--- config.mk ---
export PLATFORM = sky130hd
export DESIGN_NAME = averaging_frequency_meter_flat
export DESIGN_NICKNAME = d
export VERILOG_FILES = /design/src/afm_pkg.sv /design/src/afm_if.sv /design/src/afm_divider.sv /design/src/averaging_frequency_meter.sv /design/src/flat_wrapper.sv
export SDC_FILE = /design/constraint.sdc
export NUM_CORES = 1
export LEC_CHECK = 0
export ABC_AREA = 1
export BUFFER_PORTS_ARGS = -buffer_cell sky130_fd_sc_hd__buf_2
export CAP_MARGIN = 20
export CORE_UTILIZATION = 45
export CTS_CLUSTER_DIAMETER = 150
export DETAILED_ROUTE_END_ITERATION = 6
export PLACE_DENSITY = 0.58
export SLEW_MARGIN = 25
export SYNTH_ARGS = -nofsm -noshare
export SYNTH_HDL_FRONTEND = slang
export SYNTH_SLANG_ARGS = --single-unit
export TNS_END_PERCENT = 5
--- constraint.sdc ---
create_clock -name clk -period 7.5 [get_ports clk]
set_input_delay 1.5 -clock clk [delete_from_list [all_inputs] [get_ports clk]]
set_output_delay 1.5 -clock clk [all_outputs]
set_load 0.02 [all_outputs]
--- src/afm_pkg.sv ---
// Shared types and constants of the averaging frequency meter.
package afm_pkg;

  localparam int AVG_COUNT_W = 8;
  localparam int FREQ_W      = 24;
  localparam int CFG_DATA_W  = 24;
  localparam int CFG_INDEX_W = 1;

  localparam logic [CFG_INDEX_W-1:0] CFG_AVG_COUNT = 1'b0;
  localparam logic [CFG_INDEX_W-1:0] CFG_CLOCK_HZ  = 1'b1;

  localparam logic [AVG_COUNT_W-1:0] AVG_COUNT_RESET = 8'd1;
  localparam logic [FREQ_W-1:0]      CLOCK_HZ_RESET  = 24'd1000000;
  localparam logic [FREQ_W-1:0]      FREQ_SAT        = 24'hFFFFFF;

  typedef enum logic [4:0] {
    S_IDLE     = 5'b00001,
    S_ACCUM    = 5'b00010,
    S_DIV_AVG  = 5'b00100,
    S_DIV_FREQ = 5'b01000,
    S_DONE     = 5'b10000
  } state_t;

  typedef struct packed {
    logic busy;
    logic done;
  } div_stat_t;

endpackage

--- src/afm_if.sv ---
// Capture and result channel interfaces of the averaging frequency meter.
interface afm_cap_if #(parameter int TIMER_BITS = 16);
  logic                  valid;
  logic                  ready;
  logic [TIMER_BITS-1:0] capture_value;
  logic                  overflowed;

  modport source (output valid, output capture_value, output overflowed, input ready);
  modport sink   (input valid, input capture_value, input overflowed, output ready);
endinterface

interface afm_res_if import afm_pkg::*; #(parameter int TIMER_BITS = 16);
  logic                valid;
  logic                ready;
  logic [TIMER_BITS:0] avg_period;
  logic [FREQ_W-1:0]   frequency_hz;
  logic                zero_period;

  modport source (output valid, output avg_period, output frequency_hz,
                  output zero_period, input ready);
  modport sink   (input valid, input avg_period, input frequency_hz,
                  input zero_period, output ready);
endinterface

--- src/afm_divider.sv ---
// Bit-serial restoring divider, one quotient bit per cycle.
module afm_divider import afm_pkg::*; #(
  parameter int W = 25
) (
  input  logic         clk,
  input  logic         rst,
  input  logic         start,
  input  logic [W-1:0] dividend,
  input  logic [W-1:0] divisor,
  output logic [W-1:0] quotient,
  output div_stat_t    stat
);

  localparam int CW = $clog2(W + 1);

  logic [W-1:0]  rem;
  logic [W-1:0]  quo;
  logic [W-1:0]  dvs;
  logic [CW-1:0] count;
  logic          busy;
  logic          done;

  logic [W:0] shifted;
  logic [W:0] trial;
  logic       ge;

  always_comb begin
    shifted = {rem, quo[W-1]};
    ge      = shifted >= {1'b0, dvs};
    trial   = shifted - {1'b0, dvs};
  end

  always_ff @(posedge clk) begin
    if (rst) begin
      busy  <= 1'b0;
      done  <= 1'b0;
      count <= '0;
    end else begin
      done <= 1'b0;
      if (start) begin
        rem   <= '0;
        quo   <= dividend;
        dvs   <= divisor;
        count <= CW'(W);
        busy  <= 1'b1;
      end else if (busy) begin
        // shift in the next dividend bit, subtract where it fits
        rem   <= ge ? trial[W-1:0] : shifted[W-1:0];
        quo   <= {quo[W-2:0], ge};
        count <= count - 1'b1;
        if (count == CW'(1)) begin
          busy <= 1'b0;
          done <= 1'b1;
        end
      end
    end
  end

  assign quotient  = quo;
  assign stat.busy = busy;
  assign stat.done = done;

endmodule

--- src/averaging_frequency_meter.sv ---
// Top level of the averaging frequency meter: capture handling, window and result.
//
// Usage. Captures of a free-running TIMER_BITS-wide timer arrive as transactions
// on the capture channel (capture_value, overflowed). The first capture after
// reset only loads the reference; each later one gives a period. After avg_count
// periods one transaction leaves on the result channel with the truncated mean
// period, clock_hz over that mean, and zero_period when the mean is zero (the
// frequency then reads all ones). Configuration is a plain write port:
// cfg_we, cfg_index (0 = avg_count, 1 = clock_hz) and cfg_data.
//
// Timing. A capture that does not close a window is accepted in S_IDLE and is
// added to the sum in S_ACCUM. A closing capture runs two passes of one shared
// bit-serial divider of DW = max(TIMER_BITS + 9, 24) bits, one quotient bit per
// cycle: the mean first, then clock_hz over the mean, skipped when the mean is
// zero. The next capture is taken once the result is parked in the output
// register.
//
// Reset clears the reference, the window sum and count, loads avg_count = 1 and
// clock_hz = 1000000, and empties the output register. A stalled receiver holds
// the result in the output register; captures are still taken until a further
// window closes, which then waits at the end of its division.
module averaging_frequency_meter import afm_pkg::*; #(
  parameter int TIMER_BITS = 16
) (
  input  logic                   clk,
  input  logic                   rst,
  afm_cap_if.sink                capture,
  afm_res_if.source              result,
  input  logic                   cfg_we,
  input  logic [CFG_INDEX_W-1:0] cfg_index,
  input  logic [CFG_DATA_W-1:0]  cfg_data
);

  localparam int PER_W = TIMER_BITS + 1;
  localparam int SUM_W = TIMER_BITS + AVG_COUNT_W + 1;
  localparam int DW    = (SUM_W > FREQ_W) ? SUM_W : FREQ_W;

  // configuration registers
  logic [AVG_COUNT_W-1:0] avg_count;
  logic [FREQ_W-1:0]      clock_hz;

  // window state
  state_t                 state;
  logic [TIMER_BITS-1:0]  last_capture;
  logic                   primed;
  logic [PER_W-1:0]       period;
  logic [SUM_W-1:0]       period_sum;
  logic [AVG_COUNT_W-1:0] periods_seen;

  // result staging and output register
  logic [PER_W-1:0]       avg_hold;
  logic [FREQ_W-1:0]      freq_hold;
  logic                   zero_hold;
  logic                   out_valid;
  logic [PER_W-1:0]       out_avg;
  logic [FREQ_W-1:0]      out_freq;
  logic                   out_zero;

  // divider hookup
  logic                   div_start;
  logic [DW-1:0]          div_dividend;
  logic [DW-1:0]          div_divisor;
  logic [DW-1:0]          div_quotient;
  div_stat_t              div_stat;

  logic                   cap_fire;
  logic [PER_W-1:0]       diff;
  logic [PER_W-1:0]       period_next;
  logic [SUM_W-1:0]       sum_next;
  logic [AVG_COUNT_W-1:0] seen_next;
  logic [AVG_COUNT_W-1:0] need;
  logic                   window_full;
  logic [PER_W-1:0]       avg_result;
  logic                   out_free;
  logic                   out_load;

  assign cap_fire = capture.valid && capture.ready;
  assign out_free = !out_valid || result.ready;
  assign out_load = (state == S_DONE) && out_free;

  always_comb begin
    // overflow puts 2^TIMER_BITS on top of the capture; otherwise wrap the difference
    diff        = {capture.overflowed, capture.capture_value} - {1'b0, last_capture};
    period_next = capture.overflowed ? diff : {1'b0, diff[TIMER_BITS-1:0]};
    sum_next    = period_sum + SUM_W'(period);
    seen_next   = periods_seen + 1'b1;
    need        = (avg_count == '0) ? AVG_COUNT_W'(1) : avg_count;
    window_full = seen_next >= need;
    avg_result  = div_quotient[PER_W-1:0];
  end

  // divider operands: mean on the first pass, frequency on the second
  always_comb begin
    div_start    = 1'b0;
    div_dividend = DW'(sum_next);
    div_divisor  = DW'(seen_next);
    case (state)
      S_ACCUM: begin
        div_start = window_full;
      end
      S_DIV_AVG: begin
        div_dividend = DW'(clock_hz);
        div_divisor  = DW'(avg_result);
        div_start    = div_stat.done && (avg_result != '0);
      end
      default: begin
        div_start = 1'b0;
      end
    endcase
  end

  afm_divider #(.W(DW)) u_divider (
    .clk      (clk),
    .rst      (rst),
    .start    (div_start),
    .dividend (div_dividend),
    .divisor  (div_divisor),
    .quotient (div_quotient),
    .stat     (div_stat)
  );

  // configuration writes
  always_ff @(posedge clk) begin
    if (rst) begin
      avg_count <= AVG_COUNT_RESET;
      clock_hz  <= CLOCK_HZ_RESET;
    end else if (cfg_we) begin
      if (cfg_index == CFG_AVG_COUNT) begin
        avg_count <= cfg_data[AVG_COUNT_W-1:0];
      end else if (cfg_index == CFG_CLOCK_HZ) begin
        clock_hz <= cfg_data[FREQ_W-1:0];
      end
    end
  end

  // output register valid: set on a load, drop once the receiver takes it
  always_ff @(posedge clk) begin
    if (rst) begin
      out_valid <= 1'b0;
    end else if (out_load) begin
      out_valid <= 1'b1;
    end else if (result.ready) begin
      out_valid <= 1'b0;
    end
  end

  // sequencer
  always_ff @(posedge clk) begin
    if (rst) begin
      state        <= S_IDLE;
      primed       <= 1'b0;
      last_capture <= '0;
      period_sum   <= '0;
      periods_seen <= '0;
    end else begin
      case (state)
        S_IDLE: begin
          if (cap_fire) begin
            last_capture <= capture.capture_value;
            if (!primed) begin
              // first capture only sets the reference
              primed <= 1'b1;
            end else begin
              period <= period_next;
              state  <= S_ACCUM;
            end
          end
        end
        S_ACCUM: begin
          if (window_full) begin
            // close the window; the divider has taken sum and count
            period_sum   <= '0;
            periods_seen <= '0;
            state        <= S_DIV_AVG;
          end else begin
            period_sum   <= sum_next;
            periods_seen <= seen_next;
            state        <= S_IDLE;
          end
        end
        S_DIV_AVG: begin
          if (div_stat.done) begin
            avg_hold <= avg_result;
            if (avg_result == '0) begin
              // saturate rather than divide by zero
              freq_hold <= FREQ_SAT;
              zero_hold <= 1'b1;
              state     <= S_DONE;
            end else begin
              zero_hold <= 1'b0;
              state     <= S_DIV_FREQ;
            end
          end
        end
        S_DIV_FREQ: begin
          if (div_stat.done) begin
            freq_hold <= div_quotient[FREQ_W-1:0];
            state     <= S_DONE;
          end
        end
        S_DONE: begin
          // hold until the output register is free
          if (out_free) begin
            out_avg  <= avg_hold;
            out_freq <= freq_hold;
            out_zero <= zero_hold;
            state    <= S_IDLE;
          end
        end
        default: begin
          state <= S_IDLE;
        end
      endcase
    end
  end

  assign capture.ready       = (state == S_IDLE);
  assign result.valid        = out_valid;
  assign result.avg_period   = out_avg;
  assign result.frequency_hz = out_freq;
  assign result.zero_period  = out_zero;

  a_done_in_div: assert property (@(posedge clk) disable iff (rst)
    div_stat.done |-> (state == S_DIV_AVG || state == S_DIV_FREQ))
    else $error("divider finished outside a division state");

  a_div_running: assert property (@(posedge clk) disable iff (rst)
    (state == S_DIV_AVG || state == S_DIV_FREQ) |-> (div_stat.busy || div_stat.done))
    else $error("waiting on an idle divider");

  a_load_from_done: assert property (@(posedge clk) disable iff (rst)
    $rose(out_valid) |-> $past(state == S_DONE))
    else $error("result loaded outside the done state");

  a_zero_saturates: assert property (@(posedge clk) disable iff (rst)
    (state == S_DONE && zero_hold) |-> (freq_hold == FREQ_SAT && avg_hold == '0))
    else $error("zero mean without saturated frequency");

endmodule
--- src/flat_wrapper.sv ---
// flat-port wrapper written by rule: the top's interface ports become plain ports
module averaging_frequency_meter_flat import afm_pkg::*;
#(
  parameter int TIMER_BITS = 16
)
  (clk, rst, cfg_we, cfg_index, cfg_data, capture_valid, capture_capture_value, capture_overflowed, capture_ready, result_valid, result_avg_period, result_frequency_hz, result_zero_period, result_ready);
  afm_cap_if #(.TIMER_BITS(TIMER_BITS)) capture_i ();
  afm_res_if #(.TIMER_BITS(TIMER_BITS)) result_i ();
  input  logic clk;
  input  logic rst;
  input  logic cfg_we;
  input  logic [CFG_INDEX_W-1:0] cfg_index;
  input  logic [CFG_DATA_W-1:0] cfg_data;
  input wire logic [$bits(capture_i.valid)-1:0] capture_valid;
  input wire logic [$bits(capture_i.capture_value)-1:0] capture_capture_value;
  input wire logic [$bits(capture_i.overflowed)-1:0] capture_overflowed;
  output wire logic [$bits(capture_i.ready)-1:0] capture_ready;
  output wire logic [$bits(result_i.valid)-1:0] result_valid;
  output wire logic [$bits(result_i.avg_period)-1:0] result_avg_period;
  output wire logic [$bits(result_i.frequency_hz)-1:0] result_frequency_hz;
  output wire logic [$bits(result_i.zero_period)-1:0] result_zero_period;
  input wire logic [$bits(result_i.ready)-1:0] result_ready;
  assign capture_i.valid = capture_valid;
  assign capture_i.capture_value = capture_capture_value;
  assign capture_i.overflowed = capture_overflowed;
  assign capture_ready = capture_i.ready;
  assign result_valid = result_i.valid;
  assign result_avg_period = result_i.avg_period;
  assign result_frequency_hz = result_i.frequency_hz;
  assign result_zero_period = result_i.zero_period;
  assign result_i.ready = result_ready;
  averaging_frequency_meter #(.TIMER_BITS(TIMER_BITS)) u_core (.clk(clk), .rst(rst), .capture(capture_i), .result(result_i), .cfg_we(cfg_we), .cfg_index(cfg_index), .cfg_data(cfg_data));
endmodule
### Yosys cells after proc, flatten, opt, wreduce, memory -nomap -nowiden

Index checks and enable logic that the tools add are counted.

| storage, ports and cells | value |
|---|---|
| ROM bits | 0 |
| memory bits (writable) | 0 |
| register bits after elaboration | 271 |
| latch bits | 0 |
| memories kept | 0 |
| word-level logic and storage cells | 100 |
| output and inout bits | 44 |

| operators by class | value |
|---|---|
| shifts and indexed selects | 0 |
| multiplexer cells | 31 |
| reductions and logical operators | 23 |
| add/subtract/negate cells | 5 |
| multipliers | 0 |
| divide/modulo/power cells | 0 |
| equal/unequal tests | 12 |
| bitwise operators | 3 |
| $lt $le $gt $ge | 2 |

Operators by type and width:

| cell | count |
|---|---|
| 25-bit two-way mux | 6 |
| 24-bit two-way mux | 3 |
| 24-bit one-hot mux with 2 select lines | 1 |
| 5-bit two-way mux | 8 |
| 26-bit by 25-bit >= comparator with 1-bit output | 1 |
| 25-bit by 17-bit adder with 25-bit output | 1 |
| 5-bit one-hot mux with 5 select lines | 1 |
| 25-bit subtractor | 1 |
| 8-bit two-way mux | 3 |
| 17-bit zero test | 1 |
| 17-bit nonzero test | 1 |
| 17-bit by 16-bit subtractor with 17-bit output | 1 |
| 5-bit by 1-bit equality test with 1-bit output, second input constant | 2 |
| 2-bit AND reduction | 5 |
| 5-bit AND reduction | 2 |
| 8-bit by 1-bit adder with 8-bit output, second input constant | 1 |
| 8-bit >= comparator | 1 |
| 8-bit zero test | 1 |
| 2-bit != test, second input constant | 4 |
| 1-bit two-way mux | 7 |
| 3-bit AND reduction | 2 |
| 2-bit nonzero test | 3 |
| 5-bit by 2-bit equality test with 1-bit output, second input constant | 1 |
| 5-bit by 3-bit equality test with 1-bit output, second input constant | 1 |
| 13 further kinds | 18 |

### Logic depth before layout (Yosys ltp)

Gate-level depths: netlist (run 1).

| logic depth | value |
|---|---|
| depth in word-level cells | 6 |
| depth in mapped cells | 17 |

### By module

A second synthesis (run 1) with hierarchy kept.

| unflattened totals | value |
|---|---|
| cells, all modules | 1871 |
| area total of the unflattened synthesis | 14908.0 um^2 |

Modules (own cells, without submodules):

| module | cells an instance | instances | area an instance (um^2) | seq. area each (um^2) |
|---|---|---|---|---|
| averaging_frequency_meter | 1151 | 1 | 9460.3 | 4794.6 |
| afm_divider | 720 | 1 | 5447.7 | 2392.3 |

### Least setup slack after synthesis (run 1)

Ideal clock, no wire load.

| timing path | value |
|---|---|
| path type | input -> register |
| start point | in rst |
| end point | reg u_core.out_avg[0], in the netlist u_core.result.avg_period[0], enable pin |
| cell stages on the path | 2 |
| required time | 7.007 ns |
| library setup time | 0.493 ns |
| buffers on the path | 1 |
| data arrival time | 4.619 ns |
| path slack | 2.388 ns |
| path through | clkbuf_1 nor3_1 |

| on the way | value |
|---|---|
| longest elaborated chain between the ends | 2 |

RTL lines:

| item | line | source |
|---|---|---|
| from (decl) | flat_wrapper.sv:10 | `input logic rst;` |
| 1-bit inverter (no source line) | -- |  |
| 3-bit AND reduction (no source line) | -- |  |
| to (signal assigned) | averaging_frequency_meter.sv:204 | `out_avg <= avg_hold;` |
| to (decl) | averaging_frequency_meter.sv:55 | `logic [PER_W-1:0] out_avg;` |

Every way passes these cells.
A chain may end at the register's enable or synchronous reset.

### Worst setup path in the final report (run 1)

| timing path | value |
|---|---|
| start point | reg u_core.periods_seen[0] |
| end point | reg u_core.u_divider.rem[14], enable pin |

| on the way | value |
|---|---|
| longest elaborated chain between the ends | 5 |

RTL lines:

| item | line | source |
|---|---|---|
| from (decl) | averaging_frequency_meter.sv:48 | `logic [AVG_COUNT_W-1:0] periods_seen;` |
| from (signal assigned) | averaging_frequency_meter.sv:177 | `periods_seen <= seen_next;` |
| 8-bit by 1-bit adder with 8-bit output | averaging_frequency_meter.sv:86 | `seen_next = periods_seen + 1'b1;` |
| 8-bit >= comparator | averaging_frequency_meter.sv:88 | `window_full = seen_next >= need;` |
| 1-bit one-hot mux with 2 select lines | averaging_frequency_meter.sv:97 | `case (state)` |
| 2-bit nonzero test (no source line) | -- |  |
| 2-bit AND reduction (no source line) | -- |  |
| to (signal assigned) | afm_divider.sv:48 | `rem <= ge ? trial[W-1:0] : shifted[W-1:0];` |
| to (decl) | afm_divider.sv:16 | `logic [W-1:0] rem;` |

Every way passes these cells.

==> results.md, run 1 <==
- Status: finished, violations left
- Failing checks: design-rule violations
- GRT Total Usage: 0.2243
- Starting Density: 0.4587
- Register area share after synthesis: 0.4925
- Number of I/O port buffers: 90
- Unique masters post-synth: 45
- Clock transition at path regs: 0.06 ns
- Net switching power: 0.7380 mW
- Mapped Area: 0.01410 mm²
- Global-route wire length before repair: 56060 µm
- H-tree depth: 1
- R2R setup slack: 3.31 ns
- Hold WS: 0.4182 ns
- Nets@finish: 1962
- Synth top area share: 0.3577
- Gate power share: 0.067
- Later-pin clock latency in the skew report: 0.57 ns
- Vias: 11530
- Area contributors post-synth: edfxtp_1 (36%), nand2_1 (14%), dfxtp_1 (13%), inv_1 (6.4%), ha_1 (5.4%)
- Final cell count without fillers: 2269
- # clock sinks: 263
- Yosys reg bits: 263
- Flop pwr share: 0.492
- Reg2reg path depth: 14
- R2R Path End: u_core.u_divider.rem[14]
- Max incr delay on CP: 0.58 ns
- Critical-path cell list: nand3_1, nand3b_1, nand3b_1, xnor2_1, ha_1, nand2_1, nor2_1, nor3_1, nand2_1, nand2_1, nand2_2, inv_2, o21ai_4, buf_4
- HPWL Detailed: 26710 µm
- Max Freq: 0.2386 GHz
- Synth top cells by count: nand2_1 (544), inv_1 (242), nor2_1 (178)
- Switching share of power: 0.2312
- Antenna Nets Post-Route: 0
- Synth Instances: 1762
- Vias in the first global route: 11040
- Crit path top cell by count: nand2_1
- Slowest-stage cell, CP: buf_4
- Syn_area_per_cell: 8.005 µm²
- Slew HR: 0.3747
- Max-cap violations: 0
- Total grt overflow: 0
- Asr flop ratio synth: 0
- # IOs: 91
- Clock Tree Buf Depth: 3
- Num rows: 64
- Initial antenna violation count: 0
- Synth Flop Type: edfxtp_1
- CP Launch Type: flop
- Most frequent cell after synthesis: nand2_1
- RSZ-0062 raised after global routing: false
- Critical Setup Path Class: reg -> reg
- Place WS: 2.849 ns
- Root buffer selected by CTS: clkbuf_16
- Origin of the critical flop-to-flop path: u_core.periods_seen[0]
- Yosys top cell by area: edfxtp_1
- Post-CTS sizing: 0
- Type of the worst min-delay path: reg -> reg
- Final Hold Vio Count: 0
- Kind of capture point of the worst setup path: flop
- Core area: 0.03075 mm²
- Final TNS setup: 0 ns
- Share of layout cells above drive strength 1: 0.1009
- Leakage Power: 7.170 nW
- Clock share of power: 0.441
- DR iter-0 viols: 738
- Max-slew violations: 0
- Skew final: 0.01856 ns
- DR DRC count: 10
- Largest net degree at the start of global routing: 58
- Drt total wl: 35240 µm
- Setup Viol. Count Final: 0
- Layout area overhead: 12.94%
- Syn_nets: 1873
- Inst Count DP: 2216
- WP data required: 7.68 ns
- Tmin final: 4.191 ns
- Post-synth EDFFs: 168
- Yosys warns: 0
- CTS Buf Count: 29
- Worst Path Max Fanout: 52
- GP Congestion: 0.9376
- Final worst slack: 3.309 ns
- Peak VDD IR: 0.1813 mV
- Die Span Y: 179.0 µm
- DIE AREA: 0.03206 mm²
- Die width: 179.0 µm
- CP endpoint: u_core.u_divider.rem[14]
- Internal: 2.454 mW
- Period utilization: 0.5589
- Worst Tran Pin Value: 0.9366 ns
- PnR Total Power: 3.192 mW
- # diodes: 0
- First-pass iteration count of the detailed router: 7
- PD cells: 200.4 mW/mm²
- Vias per cell: 5.080
- CTS tree: done
- Post-CTS setup buffer count: 0
- Drt wl/cell: 15.53 µm
- CP Data Arrival Time: 4.38 ns
- Critical Path Source: u_core.periods_seen[0]
- Hold_buf cts: 0
[layout by cell type, fill, tap and decap left out, types with 2 or more instances in the layout]
master	n
nand3_1	84
fa_1	3
nand2_1	543
nor3_1	11
clkinv_2	9
edfxtp_1	168
inv_6	2
clkinv_1	6
a21oi_2	2
xnor2_1	14
inv_2	6
mux2i_1	4
and3_1	2
clkbuf_16	32
nor2_1	175
clkbuf_1	2
nor3_2	4
a21oi_1	103
nand2_2	2
o21ai_0	75
nand4_1	34
o211ai_1	4
buf_2	90
inv_1	242
o21a_1	3
dfxtp_1	95
nor2_2	10
or2_2	10
o21ai_1	5
ha_1	61
a22oi_1	5
a21o_1	2
nand3b_1	15
xor2_1	21
nand3_4	2
buf_4	11
[stage by stage]
stage               cell area (µm²)    util
finish                        15930  0.5181
global route                  15930  0.5181
CTS                           15930  0.5180
detailed placement            14970  0.4868
global placement              14970  0.4867
floorplan                     14100       -
[layout make-up]
type / count / area (µm²)
Inverter: 250 / 938.4
Clock buffer: 35 / 822.0
Sequential cell: 263 / 6947
Fill cell: 3030 / 14820
Clock inverter: 18 / 136.4
Tap cell: 396 / 495.5
Timing Repair Buffer: 101 / 533.0
Multi-Input combinational cell: 1206 / 6058
[how the worst min path moves through the flow]
stage | startpoint | to | slack (ns) | depth (start not counted)
floorplan | u_core.avg_hold[0] | u_core.result.avg_period[0] | 0.40 | 0
global placement | u_core.freq_hold[10] | u_core.result.frequency_hz[10] | 0.40 | 0
detailed placement | u_core.avg_hold[10] | u_core.result.avg_period[10] | 0.40 | 0
CTS | u_core.freq_hold[4] | u_core.result.frequency_hz[4] | 0.42 | 0
global route | u_core.freq_hold[11] | u_core.result.frequency_hz[11] | 0.43 | 0
finish | u_core.freq_hold[9] | u_core.result.frequency_hz[9] | 0.42 | 0
[per-layer routing]
layer  GRT usage  part of all wire  up-vias
met5           0                 0        -
met4     0.07133             0.031        0
met2      0.3806              0.47      285
li1            -                 -     5894
met3     0.02693             0.048       56
met1      0.2965              0.45     5292
[logic make-up after synthesis]
kind of cell | count (synthesis) | share of synthesized area
compound gates | 205 | 0.07673
xor+xnor | 35 | 0.02173
fa+ha+maj | 64 | 0.05837
buf+inv | 293 | 0.08055
flops | 263 | 0.4925
mux | 4 | 0.002839
simple gates | 898 | 0.2673
[critical path: cells and delay by family, from the launching register on]
kind / cells / cell delay, ns
AND/OR/NAND/NOR: 9 / 1.47
buffers and inverters: 2 / 1.12
flip-flops: 1 / 0.40
adder cells (fa/ha/maj): 1 / 0.32
AO/OA/AOI/OAI: 1 / 0.26
XOR/XNOR: 1 / 0.18
[registers in the layout (all words and copies together) (netlist names), 5 cells and up]
| signal | cells |
|---|---|
| u_core.avg_count | 8 |
| u_core.avg_hold | 17 |
| u_core.clock_hz | 24 |
| u_core.freq_hold | 24 |
| u_core.last_capture | 16 |
| u_core.period | 17 |
| u_core.period_sum | 25 |
| u_core.periods_seen | 8 |
| u_core.result.avg_period | 17 |
| u_core.result.frequency_hz | 24 |
| u_core.state | 5 |
| u_core.u_divider.count | 5 |
| u_core.u_divider.dvs | 17 |
| u_core.u_divider.quotient | 25 |
| u_core.u_divider.rem | 25 |
[power by group through the flow]
stage | clock network, mW | logic, mW | registers [mW]
global placement | 0 | 0.210 | 1.60
global route | 1.48 | 0.243 | 1.57
CTS | 1.44 | 0.214 | 1.57
floorplan | 0 | 0.152 | 1.60
detailed placement | 0 | 0.212 | 1.60
finish | 1.41 | 0.212 | 1.57
Power figures use the tool's default switching activity.
==> run 2: changes to the inputs <==
--- a/config.mk
+++ b/config.mk
@@ -11,7 +11,7 @@
 export CORE_UTILIZATION = 45
 export CTS_CLUSTER_DIAMETER = 150
 export DETAILED_ROUTE_END_ITERATION = 6
-export PLACE_DENSITY = 0.58
+export PLACE_DENSITY = 0.61
 export SLEW_MARGIN = 25
 export SYNTH_ARGS = -nofsm -noshare
 export SYNTH_HDL_FRONTEND = slang
==> constraint.sdc (replaced) <==
create_clock -name clk -period 3.5 [get_ports clk]
set_input_delay 0.7 -clock clk [delete_from_list [all_inputs] [get_ports clk]]
set_output_delay 0.7 -clock clk [all_outputs]
set_load 0.02 [all_outputs]
==> results.md, run 2 (synthesized netlist as in run 1, its figures left out) <==
- Status: finished, violations left
- Hold Path Origin: cfg_data[16]
- Failing checks: design-rule violations
- Clock transition at path regs: 0.06 ns
- Vias: 11550
- GRT Total Usage: 0.2210
- DR DRC count: 12
- Core area: 0.03075 mm²
- Root buffer selected by CTS: clkbuf_16
- Worst Path Max Fanout: 24
- WHS Path Cells: 3
- Kind of capture point of the worst setup path: flop
- CTS Buf Count: 29
- Clock share of power: 0.447
- Type of the worst min-delay path: in -> reg
- Final Hold Vio Count: 0
- Flop pwr share: 0.487
- Placement Cell Area: 0.01503 mm²
- Number of I/O port buffers: 90
- Final TNS setup: 0 ns
- Post-CTS setup buffer count: 0
- Net switching power: 1.546 mW
- Die Span Y: 179.0 µm
- Total grt overflow: 0
- Skew final: 0.01064 ns
- Critical-path cell list: ha_1, nand3_1, nand3b_1, xnor2_1, ha_1, nand2_1, nor2_1, nor3_1, nand2_1, nand2_1, nand2_1, inv_2, buf_4, nor2_1, buf_4
- Leakage Power: 7.198 nW
- Worst Tran Pin Value: 0.8745 ns
- Nets@finish: 1969
- H-tree depth: 1
- Global-route wire length before repair: 55330 µm
- Clock Tree Buf Depth: 3
- Period utilization: 0.8792
- Setup Viol. Count Final: 0
- Gate power share: 0.066
- GP Congestion: 0.9391
- CP Data Arrival Time: 3.38 ns
- CP delay by family, top: simple AND/OR/NAND/NOR gates
- Origin of the critical flop-to-flop path: u_core.periods_seen[0]
- R2R setup slack: 0.42 ns
- Hold endpoint: u_core.clock_hz[16]
- Reg2reg path depth: 15
- Crit path top cell by count: nand2_1
- Slowest-stage cell, CP: dfxtp_1
- Met3 GRT Util: 0.03053
- RSZ-0062 raised after global routing: false
- Share of layout cells above drive strength 1: 0.1005
- # IOs: 91
- Drt wl/cell: 15.11 µm
- DR iter-0 viols: 790
- First-pass iteration count of the detailed router: 7
- Critical Setup Path Class: reg -> reg
- CTS tree: done
- Later-pin clock latency in the skew report: 0.57 ns
- HPWL Detailed: 26330 µm
- Internal: 5.371 mW
- Vias per cell: 5.071
- # clock sinks: 263
- DIE AREA: 0.03206 mm²
- Max-slew violations: 0
- Slew HR: 0.4156
- Leading cell type in the layout, fill and taps excluded: nand2_1
- Starting Density: 0.4587
- Antenna Nets Post-Route: 0
- Post-CTS sizing: 0
- Max-cap violations: 0
- Peak VDD IR: 0.4280 mV
- Switching share of power: 0.2235
- Num rows: 64
- Max Freq: 0.3250 GHz
- Most frequent cells in the layout: nand2_1 (544), inv_1 (242), nor2_1 (176)
- GRT met1 Usage: 0.2914
- Die width: 179.0 µm
- Initial antenna violation count: 0
- Layout area overhead: 13.48%
- Top Usage Layer GRT: met2
- Max incr delay on CP: 0.39 ns
- R2R Path End: u_core.u_divider.dvs[11]
- PD cells: 432.1 mW/mm²
- Met2 Usage GRT: 0.3740
- CP Launch Type: flop
- Largest net degree at the start of global routing: 43
- Drt total wl: 34410 µm
- Tmin final: 3.077 ns
- Post-route cell area: 0.01601 mm²
- WP data required: 3.81 ns
- Vias in the first global route: 10900
- # diodes: 0
- Hold_buf cts: 0
- CP bufs+invs: 3
[run 2: worst max path at each step]
stage	startpoint	end	slack [ns]	cells after the start
floorplan	u_core.periods_seen[2]	u_core.u_divider.quotient[0]	0.28	14
global placement	u_core.periods_seen[0]	u_core.u_divider.dvs[13]	0.57	15
detailed placement	u_core.periods_seen[0]	u_core.u_divider.dvs[10]	0.45	15
CTS	u_core.periods_seen[0]	u_core.u_divider.dvs[11]	0.43	15
global route	u_core.periods_seen[0]	u_core.u_divider.dvs[11]	0.15	15
finish	u_core.periods_seen[0]	u_core.u_divider.dvs[11]	0.42	15
[run 2: per-layer routing]
| metal | vias to the layer above | part of all wire |
|---|---|---|
| li1 | 5913 | - |
| met1 | 5275 | 0.44 |
| met2 | 301 | 0.47 |
| met3 | 58 | 0.059 |
| met4 | 0 | 0.029 |
| met5 | - | 0 |
[run 2: through the flow]
stage	worst slack, ns	power [mW]	util	cells	hold WS, ns
after detailed placement	0.4498	3.891	0.4888	2223	0.4045
after global placement	0.5715	3.882	0.4886	2223	0.4039
after CTS	0.4305	6.986	0.5205	2277	0.3079
after floorplan	0.2831	3.750	-	1762	0.4003
after global routing	0.1509	7.176	0.5205	2277	0.3310
final	0.4229	6.917	0.5205	2277	0.3330
[run 2: worst reg2reg max path: cells and delay by family, from the launching register on]
kind | cells | cell delay [ns]
adder cells (fa/ha/maj) | 2 | 0.50
XOR/XNOR | 1 | 0.29
flip-flops | 1 | 0.39
buffers and inverters | 3 | 0.61
AND/OR/NAND/NOR | 9 | 1.02
[run 2: final cells by class]
cell class                 instances  area (µm²)
clock buffer                      37       775.7
clock inverter                    17       200.2
fill                            2981       14740
inverter                         250       938.4
multi-input combinational       1206        6065
sequential                       263        6947
tap                              396       495.5
timing repair buffer             108       585.6
[run 2: power groups by stage]
stage | registers [mW] | logic (mW) | clock network [mW]
global route | 3.37 | 0.526 | 3.28
floorplan | 3.42 | 0.326 | 0
CTS | 3.37 | 0.460 | 3.16
detailed placement | 3.43 | 0.457 | 0
finish | 3.37 | 0.456 | 3.09
global placement | 3.43 | 0.450 | 0
==> run 3: changes to the inputs <==
--- a/config.mk
+++ b/config.mk
@@ -6,7 +6,7 @@
 export NUM_CORES = 1
 export LEC_CHECK = 0
 export ABC_AREA = 1
-export BUFFER_PORTS_ARGS = -buffer_cell sky130_fd_sc_hd__buf_2
+export BUFFER_PORTS_ARGS = -buffer_cell sky130_fd_sc_hd__clkbuf_2
 export CAP_MARGIN = 20
 export CORE_UTILIZATION = 45
 export CTS_CLUSTER_DIAMETER = 150
==> results.md, run 3 (synthesized netlist as in run 1, its figures left out) <==
- Num rows: 64
- Core area: 0.03075 mm²
- DR DRC count: 12
- Clock transition at path regs: 0.06 ns
- Vias in the first global route: 10780
- Status: finished, violations left
- Tmin final: 3.055 ns
- H-tree depth: 1
- GRT Total Usage: 0.2187
- Max Freq: 0.3273 GHz
- Global-route wire length before repair: 54920 µm
- Die width: 179.0 µm
- Placement Cell Area: 0.01504 mm²
- First-pass iteration count of the detailed router: 7
- CTS tree: done
- Largest net degree at the start of global routing: 57
- Final Hold Vio Count: 0
- Vias per cell: 5.074
- Clock share of power: 0.435
- # diodes: 0
- Switching share of power: 0.2299
- Hold_buf cts: 0
- Later-pin clock latency in the skew report: 0.57 ns
- Vias: 11530
- Slew HR: 0.4280
- Antenna Nets Post-Route: 0
- Layout area overhead: 13.16%
- Max-cap violations: 0
- WP data required: 3.81 ns
- # clock sinks: 263
- Die Span Y: 179.0 µm
- Worst Tran Pin Value: 0.8559 ns
- Gate power share: 0.067
- Initial antenna violation count: 1
- Total grt overflow: 0
- Root buffer selected by CTS: clkbuf_16
- Final TNS setup: 0 ns
- PD cells: 423.6 mW/mm²
- CP Launch Type: flop
- Share of layout cells above drive strength 1: 0.1002
- HPWL Detailed: 26350 µm
- Flop pwr share: 0.498
- Starting Density: 0.4587
- Most frequent cells in the layout: nand2_1 (544), inv_1 (242), nor2_1 (176)
- Post-route cell area: 0.01596 mm²
- CP Data Arrival Time: 3.37 ns
- Post-CTS sizing: 0
- Type of the worst min-delay path: in -> reg
- R2R setup slack: 0.45 ns
- Drt wl/cell: 15.15 µm
- Number of I/O port buffers: 90
- Kind of capture point of the worst setup path: flop
- Leading cell type in the layout, fill and taps excluded: nand2_1
- GP Congestion: 0.9416
- Leakage Power: 7.188 nW
- Setup Viol. Count Final: 0
- Failing checks: design-rule violations
- CTS Buf Count: 28
- Worst Path Max Fanout: 25
- Critical Setup Path Class: reg -> reg
- Skew final: 0.02005 ns
- Max-slew violations: 0
- Peak VDD IR: 0.4272 mV
- DR iter-0 viols: 793
- Period utilization: 0.8728
- Post-CTS setup buffer count: 0
- Net switching power: 1.554 mW
- Drt total wl: 34430 µm
- # IOs: 91
- Clock Tree Buf Depth: 3
- Internal: 5.206 mW
- DIE AREA: 0.03206 mm²
- RSZ-0062 raised after global routing: false
- Nets@finish: 1966
[run 3: changes by cell type in the layout (fill, tap and decap cells not counted), sizes merged]
cell | previous run | this run
buf | 108 | 16
clkbuf | 37 | 128
bufinv | 4 | 2
clkinv | 13 | 11
clkinvlp | 0 | 1
[run 3: worst paths after layout]
check | startpoint | to | cells after the start
worst min register to register | u_core.freq_hold[8] | u_core.result.frequency_hz[8] | 0
worst max-delay path | u_core.periods_seen[2] | u_core.u_divider.dvs[16] | 15
worst min-delay path | cfg_data[9] | u_core.clock_hz[9] | 3
worst max register to register | u_core.periods_seen[2] | u_core.u_divider.dvs[16] | 15
[run 3: per-layer routing]
| metal | global-route usage | wire length, µm |
|---|---|---|
| met4 | 0.06073 | 854 |
| met3 | 0.02820 | 1672 |
| met2 | 0.3671 | 16180 |
| met1 | 0.2946 | 15700 |
| met5 | 0 | 18 |
[run 3: power groups by stage]
stage          registers (mW)  logic, mW  clock network, mW
6_report                 3.37      0.455               2.94
3_3_place_gp             3.43      0.447                  0
3_5_place_dp             3.43      0.455                  0
4_1_cts                  3.37      0.458               3.01
2_1_floorplan            3.42      0.326                  0
5_1_grt                  3.37      0.521               3.12
[run 3: critical path, cell delays in order, from the launching register on]
cell	delay (ns)
dfxtp_1	0.38
nand3_1	0.13
nand3b_1	0.21
nand3b_1	0.20
xnor2_1	0.28
ha_1	0.30
nand2_1	0.09
nor2_1	0.05
nor3_1	0.13
nand2_1	0.10
nand2_1	0.15
nand2_1	0.11
inv_2	0.10
buf_4	0.28
nor2_1	0.07
buf_4	0.23
[run 3: layout make-up]
type                            instances  area, µm²
Clock buffer                           38      768.2
Clock inverter                         14      156.4
Fill cell                            3030      14790
Inverter                              250      938.4
Multi-Input combinational cell       1206       6060
Sequential cell                       263       6947
Tap cell                              396      495.5
Timing Repair Buffer                  106      595.6
[run 3: metrics by stage]
| step | hold slack [ns] | power, mW | worst slack, ns | util | std cells |
|---|---|---|---|---|---|
| floorplan | 0.4003 | 3.750 | 0.2831 | - | 1762 |
| global placement | 0.4017 | 3.879 | 0.5747 | 0.4890 | 2221 |
| detailed placement | 0.4045 | 3.888 | 0.4485 | 0.4890 | 2221 |
| CTS | 0.3014 | 6.829 | 0.4512 | 0.5190 | 2273 |
| global route | 0.3221 | 7.015 | 0.2118 | 0.5190 | 2273 |
| finish | 0.3257 | 6.760 | 0.4450 | 0.5190 | 2273 |
